--- config.mk ---
export PLATFORM = sky130hd
export DESIGN_NAME = serial_can_frame_parser_flat
export DESIGN_NICKNAME = d
export VERILOG_FILES = /design/src/rtl/core/scfp_pkg.sv /design/src/rtl/core/scfp_if.sv /design/src/rtl/core/scfp_frame_build.sv /design/src/rtl/core/serial_can_frame_parser.sv /design/src/flat_wrapper.sv
export SDC_FILE = /design/constraint.sdc
export NUM_CORES = 1
export LEC_CHECK = 0
export ABC_CLOCK_PERIOD_IN_PS = 13250
export BUFFER_PORTS_ARGS = -buffer_cell sky130_fd_sc_hd__buf_2
export CAP_MARGIN = 20
export CORE_MARGIN = 5
export CORE_UTILIZATION = 50
export DETAILED_ROUTE_END_ITERATION = 6
export PLACE_DENSITY = 0.71
export SYNTH_ARGS = -nofsm -noshare
export SYNTH_HDL_FRONTEND = slang
export SYNTH_HIERARCHICAL = 1
export SYNTH_SLANG_ARGS = --single-unit
--- constraint.sdc ---
create_clock -name i_clk -period 13.25 [get_ports i_clk]
set_clock_uncertainty 0.15 [all_clocks]
set_input_delay 2.65 -clock i_clk [delete_from_list [all_inputs] [get_ports i_clk]]
set_output_delay 2.65 -clock i_clk [all_outputs]
set_load 0.005 [all_outputs]
--- src/rtl/core/scfp_pkg.sv ---
`timescale 1ns / 1ps
// ---------------------------------------------------------------------------
// scfp_pkg: shared types and constants of the serial CAN frame parser
// Parser phases, framing constants and the decoded frame record.
// ---------------------------------------------------------------------------
package scfp_pkg;

    localparam logic [7:0] SyncByte   = 8'hF1;
    localparam int         IdBits     = 29;
    localparam int         ExtBit     = 31;
    localparam int         LenBits    = 4;
    localparam int         DataLanes  = 8;
    // id word (4) + length byte (1) + data lanes
    localparam int         FrameBytes = 5 + DataLanes;

    typedef enum logic [1:0] {
        PH_SYNC = 2'd0,
        PH_CMD  = 2'd1,
        PH_LEN  = 2'd2,
        PH_DATA = 2'd3
    } t_phase;

    typedef struct packed {
        logic [IdBits-1:0]      can_id;
        logic                   is_extended;
        logic [LenBits-1:0]     data_length;
        logic [8*DataLanes-1:0] data_bytes;
        logic [31:0]            frame_time;
    } t_frame;

endpackage

--- src/rtl/core/scfp_if.sv ---
`timescale 1ns / 1ps
// ---------------------------------------------------------------------------
// scfp_rx_if / scfp_frame_if: valid/ready channels of the parser
// Serial byte channel in, decoded CAN frame channel out.
// ---------------------------------------------------------------------------
interface scfp_rx_if;
    logic        valid;
    logic        ready;
    logic [7:0]  rx_byte;
    logic [31:0] time_us;

    modport source (output valid, output rx_byte, output time_us, input ready);
    modport sink   (input valid, input rx_byte, input time_us, output ready);
endinterface

interface scfp_frame_if;
    logic        valid;
    logic        ready;
    logic [28:0] can_id;
    logic        is_extended;
    logic [3:0]  data_length;
    logic [63:0] data_bytes;
    logic [31:0] frame_time;

    modport source (output valid, output can_id, output is_extended,
                    output data_length, output data_bytes, output frame_time,
                    input ready);
    modport sink   (input valid, input can_id, input is_extended,
                    input data_length, input data_bytes, input frame_time,
                    output ready);
endinterface

--- src/rtl/core/scfp_frame_build.sv ---
`timescale 1ns / 1ps
// ---------------------------------------------------------------------------
// scfp_frame_build: decode stored payload bytes into one CAN frame
// Little-endian id word, length nibble and zero-masked data lanes.
// ---------------------------------------------------------------------------
module scfp_frame_build (
    input  logic [7:0]      i_bytes [scfp_pkg::FrameBytes],
    input  logic [31:0]     i_time,
    output scfp_pkg::t_frame o_frame
);

    logic [31:0]                      id_word;
    logic [scfp_pkg::LenBits-1:0]     dlen;
    logic [8*scfp_pkg::DataLanes-1:0] data;

    always_comb begin
        id_word = {i_bytes[3], i_bytes[2], i_bytes[1], i_bytes[0]};
        dlen    = i_bytes[4][scfp_pkg::LenBits-1:0];
        data    = '0;
        // zero every lane at or beyond the length
        for (int i = 0; i < scfp_pkg::DataLanes; i++) begin
            if (scfp_pkg::LenBits'(i) < dlen) begin
                data[8*i +: 8] = i_bytes[5 + i];
            end
        end
        o_frame.can_id      = id_word[scfp_pkg::IdBits-1:0];
        o_frame.is_extended = id_word[scfp_pkg::ExtBit];
        o_frame.data_length = dlen;
        o_frame.data_bytes  = data;
        o_frame.frame_time  = i_time;
    end

endmodule

--- src/rtl/core/serial_can_frame_parser.sv ---
`timescale 1ns / 1ps
// ---------------------------------------------------------------------------
// serial_can_frame_parser: serial byte stream to CAN frame decoder
// Sync / command / length / payload parser with a byte store and frame out.
// ---------------------------------------------------------------------------
// Usage:
//   i_rx carries one serial byte per transfer with its microsecond time.
//   o_frame carries one decoded CAN frame per transfer; a frame is produced
//   when the last payload byte of a frame with command 0 arrives.
//   Path: a byte is held in the input register, then the parse step
//   updates the state and loads the result register, so a frame passes
//   the input register and then the result register before it is offered.
//   Throughput: one byte per cycle while the result register is free or
//   drains, set by the parse step (phase update, one store write, frame decode).
//   The result register parts the two sides: a byte is still taken while a
//   frame waits, until the input register is full and the parse step must
//   hold for the receiver. A stalled receiver only stalls the input once a
//   frame is held and another byte waits behind it.
//   Reset clears the phase to waiting for sync, the counters and all of
//   the payload store to zero, and empties both registers. Store bytes
//   that a short frame does not write keep their earlier values.
// ---------------------------------------------------------------------------
module serial_can_frame_parser #(
    parameter int STORE_DEPTH = 16
) (
    input  logic                i_clk,
    input  logic                i_rst_n,
    scfp_rx_if.sink             i_rx,
    scfp_frame_if.source        o_frame
);

    localparam int IdxW = $clog2(STORE_DEPTH);

    // Input register
    logic        r_in_valid;
    logic [7:0]  r_in_byte;
    logic [31:0] r_in_time;

    // Parser state
    scfp_pkg::t_phase r_phase, n_phase;
    logic [7:0]       r_cmd, n_cmd;
    logic [7:0]       r_len, n_len;
    logic [7:0]       r_byte_index, n_byte_index;
    logic [7:0]       r_store [STORE_DEPTH];

    // Result register
    logic             r_out_valid;
    scfp_pkg::t_frame r_out;

    logic             advance;
    logic             step;
    logic             store_we;
    logic [8:0]       next_index;
    logic             frame_done;
    logic             emit;
    logic [7:0]       view [scfp_pkg::FrameBytes];
    scfp_pkg::t_frame built;

    // The parse step moves only when the result register is free or drains
    assign advance    = !r_out_valid || o_frame.ready;
    assign step       = r_in_valid && advance;
    assign i_rx.ready = !r_in_valid || advance;

    always_ff @(posedge i_clk) begin
        if (!i_rst_n) begin
            r_in_valid <= 1'b0;
        end else if (i_rx.ready) begin
            r_in_valid <= i_rx.valid;
        end
    end

    always_ff @(posedge i_clk) begin
        if (i_rx.ready && i_rx.valid) begin
            r_in_byte <= i_rx.rx_byte;
            r_in_time <= i_rx.time_us;
        end
    end

    // Store write: payload bytes past the end of the store are dropped
    assign store_we   = step && (r_phase == scfp_pkg::PH_DATA)
                        && ({1'b0, r_byte_index} < 9'(STORE_DEPTH));
    assign next_index = {1'b0, r_byte_index} + 9'd1;
    assign frame_done = (r_phase == scfp_pkg::PH_DATA)
                        && (next_index >= {1'b0, r_len});
    assign emit       = step && frame_done && (r_cmd == 8'd0);

    always_comb begin
        n_phase      = r_phase;
        n_cmd        = r_cmd;
        n_len        = r_len;
        n_byte_index = r_byte_index;
        if (step) begin
            unique case (r_phase)
                scfp_pkg::PH_SYNC: begin
                    if (r_in_byte == scfp_pkg::SyncByte) begin
                        n_phase = scfp_pkg::PH_CMD;
                    end
                end
                scfp_pkg::PH_CMD: begin
                    n_cmd   = r_in_byte;
                    n_phase = scfp_pkg::PH_LEN;
                end
                scfp_pkg::PH_LEN: begin
                    n_len        = r_in_byte;
                    n_byte_index = 8'd0;
                    n_phase      = scfp_pkg::PH_DATA;
                end
                scfp_pkg::PH_DATA: begin
                    // a length of zero still takes one byte
                    n_byte_index = next_index[7:0];
                    if (frame_done) begin
                        n_phase = scfp_pkg::PH_SYNC;
                    end
                end
                default: n_phase = scfp_pkg::PH_SYNC;
            endcase
        end
    end

    always_ff @(posedge i_clk) begin
        if (!i_rst_n) begin
            r_phase      <= scfp_pkg::PH_SYNC;
            r_cmd        <= 8'd0;
            r_len        <= 8'd0;
            r_byte_index <= 8'd0;
        end else begin
            r_phase      <= n_phase;
            r_cmd        <= n_cmd;
            r_len        <= n_len;
            r_byte_index <= n_byte_index;
        end
    end

    always_ff @(posedge i_clk) begin
        if (!i_rst_n) begin
            for (int k = 0; k < STORE_DEPTH; k++) begin
                r_store[k] <= 8'd0;
            end
        end else if (store_we) begin
            r_store[r_byte_index[IdxW-1:0]] <= r_in_byte;
        end
    end

    // Decode sees the byte being written this cycle
    always_comb begin
        for (int k = 0; k < scfp_pkg::FrameBytes; k++) begin
            view[k] = (store_we && (r_byte_index == 8'(k))) ? r_in_byte : r_store[k];
        end
    end

    scfp_frame_build u_frame_build (
        .i_bytes (view),
        .i_time  (r_in_time),
        .o_frame (built)
    );

    always_ff @(posedge i_clk) begin
        if (!i_rst_n) begin
            r_out_valid <= 1'b0;
        end else if (advance) begin
            r_out_valid <= emit;
        end
    end

    always_ff @(posedge i_clk) begin
        if (emit) begin
            r_out <= built;
        end
    end

    assign o_frame.valid       = r_out_valid;
    assign o_frame.can_id      = r_out.can_id;
    assign o_frame.is_extended = r_out.is_extended;
    assign o_frame.data_length = r_out.data_length;
    assign o_frame.data_bytes  = r_out.data_bytes;
    assign o_frame.frame_time  = r_out.frame_time;

endmodule
--- src/flat_wrapper.sv ---
// flat-port wrapper written by rule: the top's interface ports become plain ports
module serial_can_frame_parser_flat 
#(
    parameter int STORE_DEPTH = 16
)
  (i_clk, i_rst_n, i_rx_valid, i_rx_rx_byte, i_rx_time_us, i_rx_ready, o_frame_valid, o_frame_can_id, o_frame_is_extended, o_frame_data_length, o_frame_data_bytes, o_frame_frame_time, o_frame_ready);
  scfp_rx_if i_rx_i ();
  scfp_frame_if o_frame_i ();
  input  logic i_clk;
  input  logic i_rst_n;
  input wire logic [$bits(i_rx_i.valid)-1:0] i_rx_valid;
  input wire logic [$bits(i_rx_i.rx_byte)-1:0] i_rx_rx_byte;
  input wire logic [$bits(i_rx_i.time_us)-1:0] i_rx_time_us;
  output wire logic [$bits(i_rx_i.ready)-1:0] i_rx_ready;
  output wire logic [$bits(o_frame_i.valid)-1:0] o_frame_valid;
  output wire logic [$bits(o_frame_i.can_id)-1:0] o_frame_can_id;
  output wire logic [$bits(o_frame_i.is_extended)-1:0] o_frame_is_extended;
  output wire logic [$bits(o_frame_i.data_length)-1:0] o_frame_data_length;
  output wire logic [$bits(o_frame_i.data_bytes)-1:0] o_frame_data_bytes;
  output wire logic [$bits(o_frame_i.frame_time)-1:0] o_frame_frame_time;
  input wire logic [$bits(o_frame_i.ready)-1:0] o_frame_ready;
  assign i_rx_i.valid = i_rx_valid;
  assign i_rx_i.rx_byte = i_rx_rx_byte;
  assign i_rx_i.time_us = i_rx_time_us;
  assign i_rx_ready = i_rx_i.ready;
  assign o_frame_valid = o_frame_i.valid;
  assign o_frame_can_id = o_frame_i.can_id;
  assign o_frame_is_extended = o_frame_i.is_extended;
  assign o_frame_data_length = o_frame_i.data_length;
  assign o_frame_data_bytes = o_frame_i.data_bytes;
  assign o_frame_frame_time = o_frame_i.frame_time;
  assign o_frame_i.ready = o_frame_ready;
  serial_can_frame_parser #(.STORE_DEPTH(STORE_DEPTH)) u_core (.i_clk(i_clk), .i_rst_n(i_rst_n), .i_rx(i_rx_i), .o_frame(o_frame_i));
endmodule
==> out/metrics.cfg, run 1 <==
[status]
status = completed

[clocking]
cts_tree = done
clockRootBuffer = clkbuf_16
postCtsSetupBuffers = 0
ctsLongestPathBuffers = 3
clk_latency_ns = 0.54
holdBufCountCts = 0
cts_max_level = 1
clk_pin_slew_ns = 0.06
cts-buffers-inserted = 29
clock-sinks = 296
post_cts_resized = 0

[global_route]
grt_max_degree = 65
grt_pass1_wl_mm = 39.7
antenna_found_initial = 0
grt_pass1_vias = 6605
track_usage_pct = 18.0
gr-total-overflow = 0

[die]
placementRows = 57
dieWidth_um = 168
dieArea_um2 = 28200
coreArea_um2 = 24500
die_y_um = 168
initial_utilization_pct = 51.1
pin_count = 176

[timing]
hold_violations = 0
fin_crit_sh_pct = 45.0
slew_violations = 0
fmax_mhz = 168
timing.final.ws_setup_ns = 7.28
whs_ns = 0.268
finalSetupTns_ns = 0
fin_crit_ns = 5.97
max_slew.worst_pin.slew_ns = 0.961
rsz0062_at_grt = no
slew_headroom_pct = 35.9
setup_viol = 0

[hold_path]
whs_path_depth = 0
min_from = u_core/r_in_time[4]
hp-class = flop to flop

[placement]
gp_congestion = 0.781
dp.cells = 1243
hpwlAfterDp_mm = 15.9
portBuffers = 175
pre_cts_ws_ns = 6.97

[routing]
drcViolationCount = 0
first_iter_violations = 542
wire_per_inst_um = 20.2
dr.pass1.iters = 5
vias_per_cell = 5.27
wl_mm = 26.2
vias = 6816
antenna_left = 0

[power]
p_leak_nw = 5.21
finalPower_w = 0.00189
p_per_area_nw_per_um2 = 135
ir_worst_vdd_uv = 123

[critical_path]
cp-start-kind = input pin
reg2regPathDepth = 9
cp.arrival_ns = 3.17
criticalPathCategory = input pin to primary output
r2r-start = u_core/r_byte_index[0]
cp_max_fo = 3
worstPathRequired_ns = 10.45
crit_start = o_frame_ready
end_kind = primary output

[cells_and_area]
diodes = 0
fillCellCount = 1920
nets = 1011
drive_above_1_share_pct = 37.0
syn_to_final_growth_pct = 11.9
final_cells = 1293

[yosys]
syn_area_um2 = 12500
syn_inst = 846
avgSynthCellArea_um2 = 14.8
yosys_warnings = 6
syn_nets = 907

[job]
maxCapViolations = 0

-- critical path, cell delays in order --
cell     delay [ns]
buf_2          0.10
nor2b_1        0.17
nand2_1        0.09
buf_2          0.15
-- per-layer routing --
layer / track usage [%] / wire length [µm]
met4: 2.79 / 222
met5: 0 / 0
met2: 27.4 / 11800
met1: 27.6 / 12000
met3: 3.35 / 2130
-- metrics by stage --
step / util (%) / area, µm²
6_report: 57.2 / 14000
3_5_place_dp: 53.6 / 13100
5_1_grt: 57.2 / 14000
3_3_place_gp: 53.6 / 13100
4_1_cts: 57.2 / 14000
2_1_floorplan: - / 12500
-- layout make-up --
cell class                      count  area [µm²]  share of cell area (%)
Tap cell                          324         405                    2.90
Inverter                           12        45.0                   0.322
Clock inverter                     16         130                   0.931
Sequential cell                   296        8610                    61.6
Timing Repair Buffer              182         928                    6.64
Multi-Input combinational cell    429        3120                    22.3
Clock buffer                       34         744                    5.32
-- final timing paths --
check / to / slack (ns)
worst min register to register: u_core/o_frame.frame_time[4] / 0.27
worst max-delay path: i_rx_ready / 7.28
worst max register to register: u_core/o_frame.can_id[19] / 8.38
worst min-delay path: u_core/o_frame.frame_time[4] / 0.27
-- sequential cells by signal, indices dropped and copies added, names as in the netlist --
signal and flops:
u_core/o_frame.data_length 4, u_core/r_in_valid 1, u_core/r_store 98, u_core/r_phase 2
u_core/o_frame.is_extended 1, u_core/r_in_byte 8, u_core/o_frame.valid 1, u_core/o_frame.frame_time 32
u_core/r_byte_index 8, u_core/o_frame.data_bytes 64, u_core/r_in_time 32, u_core/o_frame.can_id 29
u_core/r_len 8, u_core/r_cmd 8
-- where the power goes --
part           internal, W  switching [W]  leakage (nW)
clock network     0.000437       0.000329         0.426
logic            0.0000261      0.0000451          2.06
registers          0.00104      0.0000116          2.73
total              0.00151       0.000386          5.21
-- placed cells by master (no fill, tap or decap), types with 3 or more instances in the layout --
cell / instances
and2_1: 8
a21o_1: 3
and3_1: 12
and2_2: 9
and2b_1: 15
a21oi_1: 6
buf_2: 175
nand3_1: 11
mux2_2: 95
mux2i_1: 17
edfxtp_1: 268
nand2_2: 12
nor2_1: 125
xnor2_1: 5
a22oi_1: 5
nand2_1: 27
clkbuf_16: 29
a31oi_1: 3
clkinv_1: 5
clkinv_2: 7
nor2b_1: 19
buf_4: 7
inv_1: 11
ha_1: 17
dfxtp_1: 28
clkbuf_1: 5
and2b_2: 8
No activity file was read; power rests on OpenSTA's default activity.
==> inputs of run 2 (changes only) <==
ABC_AREA = 1   (was unset)
ABC_CLOCK_PERIOD_IN_PS = 5400   (was 13250)
PLACE_DENSITY = 0.73   (was 0.71)
clock period = 5.4 ns   (was 13.25 ns; I/O delays follow)
==> run 2 against run 1 <==
Die area up 3.1%. Sequential share of layout area fell by 1.7 points. Count of clock-buffer cells in the layout up 6. Largest cell class unchanged. Largest power group unchanged.
==> out/metrics.cfg, run 2 <==
[global_route]
grt_util_met3_pct = 3.17  ; was 3.35%
track_usage_pct = 17.5  ; was 18.0%
grtUsageMet1_pct = 23.4  ; was 27.6%
gr-total-overflow = 0  ; unchanged
grt_pass1_wl_mm = 40.7  ; was 39.7 mm
grt_pass1_vias = 7522  ; was 6,605
gr-max-usage-layer = met2  ; was met1
grt.met2_usage_pct = 30.0  ; was 27.4%
antenna_found_initial = 0  ; unchanged
grt_max_degree = 74  ; was 65

[placement]
post_dp_cell_area_um2 = 13500  ; was 13,100 µm²
gp_congestion = 0.843  ; was 0.781
portBuffers = 175  ; unchanged
hpwlAfterDp_mm = 16.2  ; was 15.9 mm

[routing]
vias_per_cell = 5.05  ; was 5.27
drcViolationCount = 0  ; unchanged
wl_mm = 25.6  ; was 26.2 mm
wire_per_inst_um = 16.9  ; was 20.2 µm
antenna_left = 0  ; unchanged
dr.pass1.iters = 4  ; was 5
vias = 7659  ; was 6,816
first_iter_violations = 535  ; was 542

[critical_path]
r2r-start = u_core/r_byte_index[0]  ; unchanged
crit_slowest_cell = buf_4  ; was nor2b_1
criticalPathCategory = flop to flop  ; was input pin to primary output
cp-start-kind = flop  ; was input pin
reg2regPathDepth = 14  ; was 9
rrSetupSlack_ns = 1.63  ; was 8.38 ns
cp.arrival_ns = 3.79  ; was 3.17 ns
slowest_delay_ns = 0.57  ; was 0.17 ns
rr_endpoint = u_core/o_frame.data_bytes[23]  ; was u_core/o_frame.can_id[19]
worstPathRequired_ns = 5.42  ; was 10.45 ns
end_kind = flop  ; was primary output
cp_common_cell = nand2_1  ; was buf_2
crit_chain = ha_1 > inv_1 > nor3_1 > xor2_1 > ha_1 > nand2_1 > inv_1 > nand2_1 > nand2_1 > nand2_1 > nand2_1 > nand3_1 > inv_4 > buf_4  ; was buf_2 > nor2b_1 > nand2_1 > buf_2
cp_max_fo = 54  ; was 3

[status]
status = completed  ; unchanged

[job]
maxCapViolations = 0  ; unchanged

[timing]
hold_violations = 0  ; unchanged
fin_crit_sh_pct = 69.8
slew_headroom_pct = 40.6  ; was 35.9%
slew_violations = 0  ; unchanged
rsz0062_at_grt = no  ; unchanged
fin_crit_ns = 3.77
finalSetupTns_ns = 0  ; unchanged
setup_viol = 0  ; unchanged
fmax_mhz = 265
max_slew.worst_pin.slew_ns = 0.891  ; was 0.961 ns

[clocking]
clk_pin_slew_ns = 0.06  ; about the same
postCtsSetupBuffers = 0  ; unchanged
clock-sinks = 296  ; unchanged
clk_latency_ns = 0.55  ; was 0.54 ns
clockRootBuffer = clkbuf_16  ; unchanged
cts-buffers-inserted = 29  ; unchanged
ctsLongestPathBuffers = 3  ; unchanged
cts_tree = done  ; unchanged
holdBufCountCts = 0  ; unchanged
cts_max_level = 1  ; unchanged
post_cts_resized = 0  ; unchanged

[die]
dieArea_um2 = 29100  ; was 28,200 µm²
placementRows = 58  ; was 57
dieWidth_um = 171  ; was 168 µm
die_y_um = 171  ; was 168 µm
coreArea_um2 = 25300  ; was 24,500 µm²
initial_utilization_pct = 50.9  ; was 51.1%
pin_count = 176  ; unchanged

[power]
p_per_area_nw_per_um2 = 327  ; was 135 nW/µm²
p_leak_nw = 5.69  ; was 5.21 nW
ir_worst_vdd_uv = 246  ; was 123 µV

[cells_and_area]
diodes = 0  ; unchanged
layout_common_cells = edfxtp_1 (268), buf_2 (175), nand2_1 (161)  ; was edfxtp_1 (268), buf_2 (175), nor2_1 (125)
regMostFlops = u_core/r_store  ; unchanged
largest_reg_flops = 98  ; unchanged
nets = 1225  ; was 1,011
final_common_cell = edfxtp_1  ; unchanged
fillCellCount = 2082  ; was 1,920
multiInputGateArea_um2 = 3060  ; was 3120 µm²
post-route-cell-area_um2 = 14400  ; was 14,000 µm²
final-seq-area_um2 = 8610  ; unchanged
syn_to_final_growth_pct = 11.5  ; was 11.9%
drive_above_1_share_pct = 28.3  ; was 37.0%

[hold_path]
hp-class = flop to flop  ; unchanged
holdPathEnd = u_core/o_frame.frame_time[11]  ; was u_core/o_frame.frame_time[4]
min_from = u_core/r_in_time[11]  ; was u_core/r_in_time[4]
whs_path_depth = 0  ; unchanged

[yosys]
yosys_warnings = 6  ; unchanged
syn_area_um2 = 12900  ; was 12,500 µm²
syn_nets = 1134  ; was 907
syn_inst = 1073  ; was 846
avgSynthCellArea_um2 = 12.0  ; was 14.8 µm²

-- run 2: worst max-delay path, delay by kind of cell (launching register included) --
family        cells  cell delay [ns]
xor+xnor          1             0.16
fa+ha+maj         2             0.64
buf+inv           4             1.29
flops             1             0.38
simple gates      7             0.76
-- run 2: area by class of cell --
type	instances	share of cell area (%)
tap	330	2.87
sequential	296	59.8
multi-input combinational	539	21.3
timing repair buffer	187	6.71
clock buffer	40	5.69
clock inverter	14	0.687
inverter	111	2.95
-- run 2: metal layers --
layer  vias to the layer above  part of all wire, %  routed length, µm
met1                      3638                   43              10900
met2                       194                   49              12500
met5                         -                    0                  0
li1                       3777                    -                  -
met4                         0                  2.5                644
met3                        50                  6.0               1530
-- run 2: worst max path at each step --
| stage | to | slack, ns | cells past startpoint | startpoint |
|---|---|---|---|---|
| 2_1_floorplan | u_core/o_frame.can_id[0] | 0.49 | 13 | u_core/r_byte_index[0] |
| 5_1_grt | u_core/o_frame.data_bytes[17] | 1.27 | 14 | u_core/r_byte_index[0] |
| 3_3_place_gp | u_core/o_frame.data_bytes[41] | 1.74 | 14 | u_core/r_byte_index[0] |
| 4_1_cts | u_core/o_frame.data_bytes[23] | 1.62 | 14 | u_core/r_byte_index[0] |
| 6_report | u_core/o_frame.data_bytes[23] | 1.63 | 14 | u_core/r_byte_index[0] |
| 3_5_place_dp | u_core/o_frame.data_bytes[44] | 1.61 | 14 | u_core/r_byte_index[0] |
-- run 2: power by group --
part / total [W] / leakage, nW / switching (W) / internal, W
logic: 0.000206 / 2.50 / 0.000154 / 0.0000520
registers: 0.00258 / 2.75 / 0.0000199 / 0.00256
clock network: 0.00193 / 0.450 / 0.000822 / 0.00110
total: 0.00471 / 5.69 / 0.000995 / 0.00371
-- run 2: metrics by stage --
stage               cells  utilization (%)  power, W  worst slack (ns)  hold WS (ns)
finish               1517             56.8   0.00471              1.63         0.250
CTS                  1517             56.8   0.00475              1.62         0.249
global route         1517             56.8   0.00487              1.27         0.277
global placement     1463             53.2   0.00282              1.74         0.250
detailed placement   1463             53.2   0.00283              1.61         0.255
floorplan            1073                -   0.00279             0.494         0.279
